===== config.mk =====
export PLATFORM = sky130hd
export DESIGN_NAME = touch_gesture_classifier_flat
export DESIGN_NICKNAME = d
export VERILOG_FILES = /design/src/rtl/core/gtc_pkg.sv /design/src/rtl/core/gtc_if.sv /design/src/rtl/core/gtc_cfg.sv /design/src/rtl/core/gtc_core.sv /design/src/rtl/core/touch_gesture_classifier.sv /design/src/flat_wrapper.sv
export SDC_FILE = /design/constraint.sdc
export NUM_CORES = 2
export LEC_CHECK = 0
export BUFFER_PORTS_ARGS = -buffer_cell sky130_fd_sc_hd__buf_2
export CORE_UTILIZATION = 50
export CTS_BUF_LIST = sky130_fd_sc_hd__clkbuf_4 sky130_fd_sc_hd__clkbuf_8
export CTS_CLUSTER_DIAMETER = 150
export DETAILED_ROUTE_END_ITERATION = 8
export PLACE_DENSITY = 0.66
export RECOVER_POWER = 50
export SLEW_MARGIN = 25
export SYNTH_ARGS = -nofsm -noshare
export SYNTH_HDL_FRONTEND = slang
export SYNTH_SLANG_ARGS = --single-unit

===== constraint.sdc =====
create_clock -name clk -period 16.3 [get_ports clk]
set_clock_uncertainty 0.2 [all_clocks]
set_input_delay 4.075 -clock clk [delete_from_list [all_inputs] [get_ports clk]]
set_output_delay 4.075 -clock clk [all_outputs]
set_load 0.005 [all_outputs]

===== src/rtl/core/gtc_pkg.sv =====
// Gesture classifier package: codes, configuration defaults and the structs
// passed between the classifier modules. No dependencies.
package gtc_pkg;

	localparam int CFG_IDX_W  = 3;
	localparam int CFG_DATA_W = 16;
	localparam int MIN_SQ_W   = 24;

	typedef enum logic [CFG_IDX_W-1:0] {
		CFG_TAP_SLOP       = 3'd0,
		CFG_SWIPE_MIN_DIST = 3'd1,
		CFG_SWIPE_MAX_DUR  = 3'd2,
		CFG_DTAP_TIMEOUT   = 3'd3,
		CFG_DTAP_SLOP      = 3'd4
	} cfg_idx_t;

	localparam logic [7:0]          RST_TAP_SLOP  = 8'd20;
	localparam logic [MIN_SQ_W-1:0] RST_MIN_SQ    = 24'd2500;
	localparam logic [15:0]         RST_MAX_DUR   = 16'd500;
	localparam logic [15:0]         RST_DTAP_TMO  = 16'd300;
	localparam logic [7:0]          RST_DTAP_SLOP = 8'd40;

	typedef enum logic [1:0] {
		EV_DOWN   = 2'd0,
		EV_MOVE   = 2'd1,
		EV_UP     = 2'd2,
		EV_CANCEL = 2'd3
	} ev_kind_t;

	typedef enum logic [1:0] {
		GST_IDLE  = 2'd0,
		GST_TOUCH = 2'd1,
		GST_SWIPE = 2'd2
	} gst_t;

	typedef enum logic [2:0] {
		G_NONE   = 3'd0,
		G_SINGLE = 3'd1,
		G_DOUBLE = 3'd2,
		G_FWD    = 3'd3,
		G_BACK   = 3'd4
	} gesture_t;

	typedef struct packed {
		logic [7:0]          tap_slop;
		logic [MIN_SQ_W-1:0] min_sq;
		logic [15:0]         max_dur;
		logic [15:0]         dtap_tmo;
		logic [7:0]          dtap_slop;
	} cfg_t;

	typedef struct packed {
		logic [1:0]         kind;
		logic signed [15:0] pos_x;
		logic signed [15:0] pos_y;
		logic [31:0]        stamp;
		logic               has_focus;
	} item_t;

	typedef struct packed {
		gesture_t           gesture;
		logic signed [15:0] tap_x;
		logic signed [15:0] tap_y;
	} result_t;

endpackage


===== src/rtl/core/gtc_if.sv =====
// Valid/ready channels for pointer words and gesture result words.
// Depends on nothing but the handshake convention.
interface gtc_pointer_if;
	logic               valid;
	logic               ready;
	logic [1:0]         kind;
	logic signed [15:0] pos_x;
	logic signed [15:0] pos_y;
	logic [31:0]        stamp;
	logic               has_focus;

	modport source (output valid, kind, pos_x, pos_y, stamp, has_focus, input ready);
	modport sink   (input valid, kind, pos_x, pos_y, stamp, has_focus, output ready);
endinterface

interface gtc_result_if;
	logic               valid;
	logic               ready;
	logic [2:0]         gesture;
	logic signed [15:0] tap_x;
	logic signed [15:0] tap_y;

	modport source (output valid, gesture, tap_x, tap_y, input ready);
	modport sink   (input valid, gesture, tap_x, tap_y, output ready);
endinterface


===== src/rtl/core/gtc_cfg.sv =====
// Configuration registers of the gesture classifier, with the squared
// minimum swipe distance formed at write time. Depends on gtc_pkg.
module gtc_cfg (
	input  logic                             clk,
	input  logic                             arst_n,
	input  logic                             cfg_we,
	input  logic [gtc_pkg::CFG_IDX_W-1:0]    cfg_idx,
	input  logic [gtc_pkg::CFG_DATA_W-1:0]   cfg_data,
	output gtc_pkg::cfg_t                    cfg
);
	import gtc_pkg::*;

	cfg_t cfg_q;
	logic [MIN_SQ_W-1:0] min_sq;

	assign min_sq = cfg_data[11:0] * cfg_data[11:0];

	always_ff @(posedge clk or negedge arst_n) begin
		if (!arst_n) begin
			cfg_q.tap_slop  <= RST_TAP_SLOP;
			cfg_q.min_sq    <= RST_MIN_SQ;
			cfg_q.max_dur   <= RST_MAX_DUR;
			cfg_q.dtap_tmo  <= RST_DTAP_TMO;
			cfg_q.dtap_slop <= RST_DTAP_SLOP;
		end else if (cfg_we) begin
			unique case (cfg_idx)
				CFG_TAP_SLOP:       cfg_q.tap_slop  <= cfg_data[7:0];
				CFG_SWIPE_MIN_DIST: cfg_q.min_sq    <= min_sq;
				CFG_SWIPE_MAX_DUR:  cfg_q.max_dur   <= cfg_data;
				CFG_DTAP_TIMEOUT:   cfg_q.dtap_tmo  <= cfg_data;
				CFG_DTAP_SLOP:      cfg_q.dtap_slop <= cfg_data[7:0];
				default: ;
			endcase
		end
	end

	assign cfg = cfg_q;

endmodule


===== src/rtl/core/gtc_core.sv =====
// Gesture state machine: touch start and last tap registers, swipe and tap
// classification of one pointer word per cycle while fire is high. Depends on gtc_pkg.
module gtc_core (
	input  logic             clk,
	input  logic             arst_n,
	input  logic             fire,
	input  gtc_pkg::item_t   item,
	input  gtc_pkg::cfg_t    cfg,
	output gtc_pkg::result_t res
);
	import gtc_pkg::*;

	gst_t               state_q, state_nxt;
	logic signed [15:0] start_x_q, start_y_q, last_x_q, last_y_q;
	logic [31:0]        start_t_q, last_t_q;

	logic signed [16:0] dx, dy, lx, ly;
	logic [15:0]        adx, ady, alx, aly;
	logic [31:0]        sqx, sqy;
	logic [32:0]        d2;
	logic signed [32:0] dur, gap;
	logic               moved, swipe_ok, fwd, dbl;
	logic               is_single, is_double;
	ev_kind_t           kind;

	assign kind = ev_kind_t'(item.kind);

	assign dx = {item.pos_x[15], item.pos_x} - {start_x_q[15], start_x_q};
	assign dy = {item.pos_y[15], item.pos_y} - {start_y_q[15], start_y_q};
	assign lx = {item.pos_x[15], item.pos_x} - {last_x_q[15], last_x_q};
	assign ly = {item.pos_y[15], item.pos_y} - {last_y_q[15], last_y_q};

	function automatic logic [15:0] mag17(input logic signed [16:0] v);
		logic signed [16:0] n;
		n = -v;
		return v[16] ? n[15:0] : v[15:0];
	endfunction

	assign adx = mag17(dx);
	assign ady = mag17(dy);
	assign alx = mag17(lx);
	assign aly = mag17(ly);

	assign sqx = adx * adx;
	assign sqy = ady * ady;
	assign d2  = {1'b0, sqx} + {1'b0, sqy};

	assign dur = $signed({1'b0, item.stamp}) - $signed({1'b0, start_t_q});
	assign gap = $signed({1'b0, item.stamp}) - $signed({1'b0, last_t_q});

	assign moved    = (adx > {8'd0, cfg.tap_slop}) || (ady > {8'd0, cfg.tap_slop});
	assign swipe_ok = (d2 >= {9'd0, cfg.min_sq}) &&
	                  (dur <= $signed({17'd0, cfg.max_dur}));
	assign fwd      = (adx >= ady) ? (!dx[16] && dx != '0) : (!dy[16] && dy != '0);
	assign dbl      = item.has_focus && (gap <= $signed({17'd0, cfg.dtap_tmo})) &&
	                  (alx <= {8'd0, cfg.dtap_slop}) && (aly <= {8'd0, cfg.dtap_slop});

	always_comb begin
		state_nxt = state_q;
		unique case (kind)
			EV_DOWN:   state_nxt = GST_TOUCH;
			EV_MOVE:   if (state_q == GST_TOUCH && moved) state_nxt = GST_SWIPE;
			EV_UP:     state_nxt = GST_IDLE;
			EV_CANCEL: state_nxt = GST_IDLE;
			default:   state_nxt = state_q;
		endcase
	end

	always_comb begin
		res       = '{gesture: G_NONE, tap_x: '0, tap_y: '0};
		is_single = 1'b0;
		is_double = 1'b0;
		if (kind == EV_UP) begin
			if (state_q == GST_SWIPE) begin
				if (swipe_ok) res.gesture = fwd ? G_FWD : G_BACK;
			end else if (state_q == GST_TOUCH) begin
				if (dbl) begin
					res.gesture = G_DOUBLE;
					is_double   = 1'b1;
				end else begin
					res.gesture = G_SINGLE;
					res.tap_x   = item.pos_x;
					res.tap_y   = item.pos_y;
					is_single   = 1'b1;
				end
			end
		end
	end

	always_ff @(posedge clk or negedge arst_n) begin
		if (!arst_n) begin
			state_q   <= GST_IDLE;
			start_x_q <= '0;
			start_y_q <= '0;
			start_t_q <= '0;
			last_x_q  <= '0;
			last_y_q  <= '0;
			last_t_q  <= '0;
		end else if (fire) begin
			state_q <= state_nxt;
			if (kind == EV_DOWN) begin
				start_x_q <= item.pos_x;
				start_y_q <= item.pos_y;
				start_t_q <= item.stamp;
			end
			if (is_single) begin
				last_x_q <= item.pos_x;
				last_y_q <= item.pos_y;
				last_t_q <= item.stamp;
			end else if (is_double) begin
				last_t_q <= '0;
			end
		end
	end

endmodule


===== src/rtl/core/touch_gesture_classifier.sv =====
// Classifies pointer words (down, move, up, cancel) into taps, double taps
// and swipes, one result word for every pointer word. A word is taken every
// cycle while the result side keeps up; each word passes the input register,
// then the combinational classifier (two 16x16 squarers, an add and compare),
// then the result register, which holds it until the result side takes it.
// A stalled result holds the input once both registers are full. Depends on
// gtc_pkg, gtc_if, gtc_cfg and gtc_core.
module touch_gesture_classifier (
	input  logic                           clk,
	input  logic                           arst_n,
	gtc_pointer_if.sink                    pointer,
	gtc_result_if.source                   result,
	input  logic                           cfg_we,
	input  logic [gtc_pkg::CFG_IDX_W-1:0]  cfg_idx,
	input  logic [gtc_pkg::CFG_DATA_W-1:0] cfg_data
);
	import gtc_pkg::*;

	cfg_t    cfg;
	item_t   item_s1;
	logic    valid_s1;
	result_t res, res_s2;
	logic    valid_s2;
	logic    adv, fire, take;

	assign adv           = !valid_s2 || result.ready;
	assign fire          = valid_s1 && adv;
	assign pointer.ready = !valid_s1 || adv;
	assign take          = pointer.valid && pointer.ready;

	gtc_cfg u_cfg (
		.clk      (clk),
		.arst_n   (arst_n),
		.cfg_we   (cfg_we),
		.cfg_idx  (cfg_idx),
		.cfg_data (cfg_data),
		.cfg      (cfg)
	);

	gtc_core u_core (
		.clk    (clk),
		.arst_n (arst_n),
		.fire   (fire),
		.item   (item_s1),
		.cfg    (cfg),
		.res    (res)
	);

	always_ff @(posedge clk or negedge arst_n) begin
		if (!arst_n) begin
			valid_s1 <= 1'b0;
			valid_s2 <= 1'b0;
		end else begin
			if (take) valid_s1 <= 1'b1;
			else if (adv) valid_s1 <= 1'b0;
			if (adv) valid_s2 <= valid_s1;
		end
	end

	always_ff @(posedge clk) begin
		if (take) begin
			item_s1.kind      <= pointer.kind;
			item_s1.pos_x     <= pointer.pos_x;
			item_s1.pos_y     <= pointer.pos_y;
			item_s1.stamp     <= pointer.stamp;
			item_s1.has_focus <= pointer.has_focus;
		end
		if (fire) res_s2 <= res;
	end

	assign result.valid   = valid_s2;
	assign result.gesture = res_s2.gesture;
	assign result.tap_x   = res_s2.tap_x;
	assign result.tap_y   = res_s2.tap_y;

endmodule


===== src/flat_wrapper.sv =====
// flat-port wrapper written by rule: the top's interface ports become plain ports
module touch_gesture_classifier_flat import gtc_pkg::*;
  (clk, arst_n, cfg_we, cfg_idx, cfg_data, pointer_valid, pointer_kind, pointer_pos_x, pointer_pos_y, pointer_stamp, pointer_has_focus, pointer_ready, result_valid, result_gesture, result_tap_x, result_tap_y, result_ready);
  gtc_pointer_if pointer_i ();
  gtc_result_if result_i ();
  input  logic clk;
  input  logic arst_n;
  input  logic cfg_we;
  input  logic [gtc_pkg::CFG_IDX_W-1:0] cfg_idx;
  input  logic [gtc_pkg::CFG_DATA_W-1:0] cfg_data;
  input wire logic [$bits(pointer_i.valid)-1:0] pointer_valid;
  input wire logic [$bits(pointer_i.kind)-1:0] pointer_kind;
  input wire logic [$bits(pointer_i.pos_x)-1:0] pointer_pos_x;
  input wire logic [$bits(pointer_i.pos_y)-1:0] pointer_pos_y;
  input wire logic [$bits(pointer_i.stamp)-1:0] pointer_stamp;
  input wire logic [$bits(pointer_i.has_focus)-1:0] pointer_has_focus;
  output wire logic [$bits(pointer_i.ready)-1:0] pointer_ready;
  output wire logic [$bits(result_i.valid)-1:0] result_valid;
  output wire logic [$bits(result_i.gesture)-1:0] result_gesture;
  output wire logic [$bits(result_i.tap_x)-1:0] result_tap_x;
  output wire logic [$bits(result_i.tap_y)-1:0] result_tap_y;
  input wire logic [$bits(result_i.ready)-1:0] result_ready;
  assign pointer_i.valid = pointer_valid;
  assign pointer_i.kind = pointer_kind;
  assign pointer_i.pos_x = pointer_pos_x;
  assign pointer_i.pos_y = pointer_pos_y;
  assign pointer_i.stamp = pointer_stamp;
  assign pointer_i.has_focus = pointer_has_focus;
  assign pointer_ready = pointer_i.ready;
  assign result_valid = result_i.valid;
  assign result_gesture = result_i.gesture;
  assign result_tap_x = result_i.tap_x;
  assign result_tap_y = result_i.tap_y;
  assign result_i.ready = result_ready;
  touch_gesture_classifier u_core (.clk(clk), .arst_n(arst_n), .pointer(pointer_i), .result(result_i), .cfg_we(cfg_we), .cfg_idx(cfg_idx), .cfg_data(cfg_data));
endmodule

# [Yosys cells after proc, flatten, opt, wreduce, memory -nomap -nowiden]
# Cells that the tools add are included.
[totals] in_bits=91 elab_cells=114 out_inout_bits=37 reg_bits=306
[op_classes] n_lt_le_gt_ge=8 mul=3 bitwise_logic=2 addsub=11 mux=25 n_reduce_logical=33 n_eq_ne=10
[ops] operator="two-way mux 32 bit" n=3
[ops] operator="subtractor 16 x 16 -> 17 bit" n=4
[ops] operator="<= comparator 33 x 17 -> 1 bit" n=2
[ops] operator="subtractor 32 x 32 -> 33 bit" n=2
[ops] operator="multiplier 16 x 16 -> 32 bit" n=2
[ops] operator="two-way mux 16 bit" n=4
[ops] operator="negator 16 bit" n=4
[ops] operator="two-way mux 35 bit" n=1
[ops] operator="nonzero test 17 bit" n=2
[ops] operator="adder 32 x 32 -> 33 bit" n=1
[ops] operator="greater-or-equal comparator 33 x 24 -> 1 bit" n=1
[ops] operator="> comparator 16 x 8 -> 1 bit" n=2
[ops] operator="<= comparator 16 x 8 -> 1 bit" n=2
[ops] operator="multiplier 12 x 12 -> 24 bit" n=1
[ops] operator="AND reduction 2 bit" n=9
[ops] operator="greater-or-equal comparator 16 bit" n=1
[ops] operator="two-way mux 1 bit" n=11
[ops] operator="logical AND 1 bit" n=9
[ops] operator="two-way mux 3 bit" n=3
[ops] operator="== test 2 bit (second input constant)" n=3
[ops] operator="== test 3 x 2 -> 1 bit (second input constant)" n=2
[ops] operator="case mux 2 bit (3 select lines)" n=1
[ops] operator="== test 2 x 1 -> 1 bit (second input constant)" n=2
[ops] operator="logical NOT 1 bit" n=4
[ops] operator="other kinds (11)" n=16

# [Longest topological paths before layout]
[depth] depth_word=12 depth_mapped=52

# [By module]
# A second synthesis with hierarchy kept.
[hier_totals] cells_unflattened=4601 area_unflattened_um2=41655.0
[modules_own_cells] module="gtc_core" area_per_inst_um2=31605.3 n_inst=1 cells_each=3792
[modules_own_cells] module="gtc_cfg" area_per_inst_um2=6882.9 n_inst=1 cells_each=699
[modules_own_cells] module="touch_gesture_classifier" area_per_inst_um2=3166.8 n_inst=1 cells_each=110

# [Worst setup path after synthesis]
# Ideal clock, no wire load.
[synth_path] path_type="reg-to-reg" from="reg u_core.item_s1[49] in the netlist's numbering" to="reg u_core.res_s2, in the netlist u_core.result.gesture[0] (data pin)" setup_slack_ps=4172 arrival_time_ps=11657 period_less_slack_ps=12128 path_stages_with_launch=48 cell_sequence="edfxtp_1 -> inv_1 -> ha_1 -> inv_1 -> fa_1 -> a211oi_1 -> nor2_1 -> o21ai_0 -> a31oi_1 -> nor4_1 -> or4b_1 -> o41ai_1 -> xor2_1 -> clkinv_1 -> nand2_1 -> fa_1 -> fa_1 -> fa_1 -> [... 12 more ...] -> nand2b_1 -> a21oi_1 -> o21bai_1 -> a211oi_1 -> nor2_1 -> ha_1 -> a21o_1 -> a21oi_1 -> nor2b_1 -> a2111oi_0 -> nand2_1 -> a21oi_1 -> a221oi_1 -> or4_1 -> nor4_1 -> o21ai_0 -> nand3_1 -> o21ai_0"
[synth_via] elab_chain_cells=9
[synth_lines] item="start: declaration" line="touch_gesture_classifier.sv:20" source="item_t item_s1;"
[synth_lines] item="subtractor 16 x 16 -> 17 bit (on tied branches)" line="gtc_core.sv:28, gtc_core.sv:30"
[synth_lines] item="negator 16 bit" line="gtc_core.sv:35" source="n = -v;"
[synth_lines] item="two-way mux 16 bit" line="gtc_core.sv:36" source="return v[16] ? n[15:0] : v[15:0];"
[synth_lines] item="multiplier 16 x 16 -> 32 bit / <= comparator 16 x 8 -> 1 bit (equally long branches)" line="gtc_core.sv:44, gtc_core.sv:56"
[synth_lines] item="adder 32 x 32 -> 33 bit / logical AND 1 bit (equally long branches)" line="gtc_core.sv:46, gtc_core.sv:55"
[synth_lines] item="greater-or-equal comparator 33 x 24 -> 1 bit / logical AND 1 bit (equally long branches)" line="gtc_core.sv:52, gtc_core.sv:56"
[synth_lines] item="logical AND 1 bit / two-way mux 2 bit (equally long branches)" line="gtc_core.sv:52, gtc_core.sv:77"
[synth_lines] item="two-way mux 3 bit / two-way mux 35 bit (equally long branches)" line="gtc_core.sv:75, gtc_core.sv:76"
[synth_lines] item="two-way mux 3 bit (*)" line="gtc_core.sv:74" source="if (state_q == GST_SWIPE) begin"
[synth_lines] item="end signal: assignment" line="touch_gesture_classifier.sv:68" source="if (fire) res_s2 <= res;"
[synth_lines] item="end: declaration" line="touch_gesture_classifier.sv:22" source="result_t res, res_s2;"
# Mark *: on every way between the ends. The rest lies on a longest branch, timed or not.
# A chain may end at the register's enable or synchronous reset.

# [Final worst setup path]
[layout_path] from="reg u_core.item_s1[49] in the netlist's numbering" to="reg u_core.res_s2, in the netlist u_core.result.gesture[1] (data pin)"
# Same word-level chain as after synthesis.

==> impl_metrics.toml <==
[route]
wl_per_instance_um = 17.9
drt_drc = 0
detailedRoute.firstPassIterationCount = 5
wirelength_um = 101000
num_vias = 30600
post_drt_via_cell_ratio = 5.41
dr.first_iter.drc_count = 1721
final_antenna_net_count = 0

[synthesis]
synth.cell_area_mm2 = 0.0404
synthDistinctLibCells = 94
yosys_register_bits = 305
syn_inst = 4444
yosysWarningCount = 0
synthFlopType = "dfrtp_1"
synth-seq-area-share_pct = 20.2
syn_avg_cell_area_um2 = 9.10
postSynthNetCount = 5488
synth_enable_flop_cells = 102
synth-async-reset-ratio_pct = 66.6

[grt]
first_global_vias = 31000
grt_start_max_net_pins = 78
global_route.overflow_total = 0
grt_util_all_layers_pct = 25.5
number_of_antenna_violations_at_the_first_check_in_global_routing = 5
grt_first_pass_wirelength_um = 166000

[critical_path]
timing.critical_path.to_type = "flip-flop"
crit_fanout = 10
cpPeakStageDelay_ns = 0.82
setup.worst_path.start = "u_core.item_s1[49]$_DFFE_PP_"
crit_top_cell = "fa_1"
criticalPathCategory = "flip-flop to flip-flop"
crit_slowest_cell = "xor2_1"
worstReg2RegStart = "u_core.item_s1[49]$_DFFE_PP_"
required_time_of_the_worst_setup_path_ns = 16.45
worst-endpoint-arrival_ns = 14.33
critPathLaunchType = "flip-flop"

[hold_path]
min-delay-start = "u_core.u_cfg.cfg[48]$_DFFE_PN1P_"
timing.hold.worst.class = "flip-flop to flip-flop"

[run_status]
outcome = "finished with violations"
violated_checks = "max-capacitance violations, max-slew violations"

[final_layout]
area_delta_synth_final_pct = 7.36
layout.cells.most_common = "inv_1"
commonest_non_fill_non_tap_cells_in_the_layout = "901 x inv_1, 480 x ha_1, 473 x fa_1"
sequential_cell_area_mm2 = 0.00817
post_route_cells_drive_above_1_share_pct = 8.66
multiInputGateArea_mm2 = 0.0284
num-fill-cells = 7260
nets = 5612

[placement]
post-dp-hpwl_um = 81200
io_buffers = 127
gp_routability_congestion = 0.941

[cts]
tritoncts = "done"
hold_buffers = 0
root_buffer = "clkbuf_8"
htreeDepth = 2
post_cts_buffers = 0
clk-insertion-delay-late_ns = 0.64
reg_clk_slew_reported_paths_ns = 0.07
cts-resized-gates = 0
cts-buffers-inserted = 49
cts_buffer_depth = 3
clock-sinks = 305

[timing]
timing.final.crit_share_pct = 87.0
worst_tran_pin_value_ns = 5.08
unrepaired_setup_endpoints_after_global_routing = "false"
relSlewSlack_pct = -239
timing.setup.tns_ns = 0
hold_violations = 0
setup_viol_count_final = 0
timing.fmax_mhz = 70.5
final_max_slew_viol_count = 319
layout_min_cycle_time_ns = 14.18

[die]
core_area_mm2 = 0.0795
floorplan.die_area_mm2 = 0.0820
initial_core_util_pct = 50.9
die_width_um = 286
ioPinCount = 128
dieHeight_um = 286
num_rows = 103

[run]
cap_violations = 5
-- cells in the mapped netlist (11+ instances only) --
cell type / n / area, um2
fa_1: 473 / 9470
mux2_2: 29 / 327
xnor2_1: 109 / 955
nand3_1: 61 / 305
ha_1: 480 / 6010
inv_1: 901 / 3380
and2_1: 88 / 551
a21boi_0: 12 / 90.1
dfrtp_1: 184 / 4600
a21o_1: 74 / 556
a21oi_1: 167 / 836
o31ai_1: 24 / 180
and3_1: 20 / 125
xor2_1: 56 / 490
mux2_4: 29 / 435
o211ai_1: 16 / 120
nand4_1: 31 / 194
a31o_2: 35 / 307
nor4_1: 15 / 93.8
o21ai_0: 241 / 1210
or3_1: 19 / 119
nand2b_1: 57 / 357
nand2_1: 346 / 1300
mux2i_1: 11 / 110
or2_2: 13 / 81.3
o21a_1: 43 / 323
a31oi_1: 27 / 169
edfxtp_1: 102 / 3060
clkinv_1: 13 / 48.8
nor3_1: 54 / 270
clkbuf_1: 92 / 345
nor2b_1: 43 / 269
a211oi_1: 34 / 255
nor2_1: 332 / 1250
dfstp_2: 19 / 499
-- per-layer routing --
metal	up-vias	share of wire [%]	global-route usage, %
met5	-	0.033	0
li1	14800	-	-
met3	147	4.9	3.55
met1	15000	45	34.8
met4	6	2.7	7.38
met2	645	47	42.3
-- per-stage QoR --
step | util (%) | std cells | instance area [um2] | setup slack [ns] | hold WS [ns]
2_1_floorplan | - | 4444 | 40400 | 4.17 | 0.243
3_3_place_gp | 53.3 | 5567 | 42400 | 2.64 | 0.266
3_5_place_dp | 53.3 | 5567 | 42400 | 2.21 | 0.263
4_1_cts | 54.6 | 5657 | 43500 | 2.21 | 0.272
5_1_grt | 54.6 | 5658 | 43400 | 1.17 | 0.302
6_report | 54.6 | 5660 | 43400 | 2.12 | 0.274
-- final timing paths --
kind | to | slack, ns | cells after the start
worst max-delay path | u_core.result.gesture[1]$_SDFFCE_PP0P_ | 2.12 | 47
worst min-delay path | u_core.u_cfg.cfg[48]$_DFFE_PN1P_ | 0.27 | 2
worst max register to register | u_core.result.gesture[1]$_SDFFCE_PP0P_ | 2.12 | 47
worst min register to register | u_core.u_cfg.cfg[48]$_DFFE_PN1P_ | 0.27 | 2
max in group asynchronous | u_core.u_cfg.cfg[35]$_DFFE_PN0P_ | 5.89 | 2
min in group asynchronous | u_core.u_core.last_x_q[9]$_DFFE_PN0P_ | 4.66 | 1
-- sequential cells by signal, indices dropped and copies added, names as in the netlist --
name	cells
u_core.item_s1	67
u_core.u_core.last_t_q	32
u_core.u_core.last_y_q	16
u_core.result.tap_x	16
u_core.u_core.start_y_q	16
u_core.valid_s1	1
u_core.result.gesture	3
u_core.u_cfg.cfg	71
u_core.result.tap_y	16
u_core.result.valid	1
u_core.u_core.start_x_q	16
u_core.u_core.last_x_q	16
u_core.u_core.state_q	2
u_core.u_core.start_t_q	32
-- area by class of cell --
cell class / count / area share [%]
Sequential cell: 305 / 18.8
Antenna cell: 3 / 0.0173
Multi-Input combinational cell: 3120 / 65.5
Timing Repair Buffer: 174 / 2.20
Clock inverter: 23 / 0.499
Tap cell: 1050 / 3.03
Inverter: 918 / 7.94
Clock buffer: 67 / 1.98
-- critical path, delay by kind of cell, from the launching register on --
family / cells / cell delay (ns)
adders and majority gates: 12 / 5.32
AOI/OAI and AO/OA: 16 / 3.40
and+or+nand+nor: 12 / 2.81
buffers and inverters: 6 / 0.94
xor gates and xnor gates: 1 / 0.82
DFF: 1 / 0.41
-- cell families (layout without fill, tap and decap cells) --
group | after synthesis | after routing | share of synthesized area, %
AND/OR/NAND/NOR | 1136 | 1136 | 13.5
XOR/XNOR | 165 | 165 | 3.57
flip-flops | 305 | 305 | 20.2
AO/OA/AOI/OAI | 797 | 797 | 12.8
buffers and inverters | 1019 | 1182 | 9.54
adder cells (fa/ha/maj) | 953 | 953 | 38.3
multiplexers | 69 | 69 | 2.16
other | 0 | 3 | 0
Power is not shown: default switching activity piles up to over one toggle a cycle in this logic, so the estimate is an artifact.
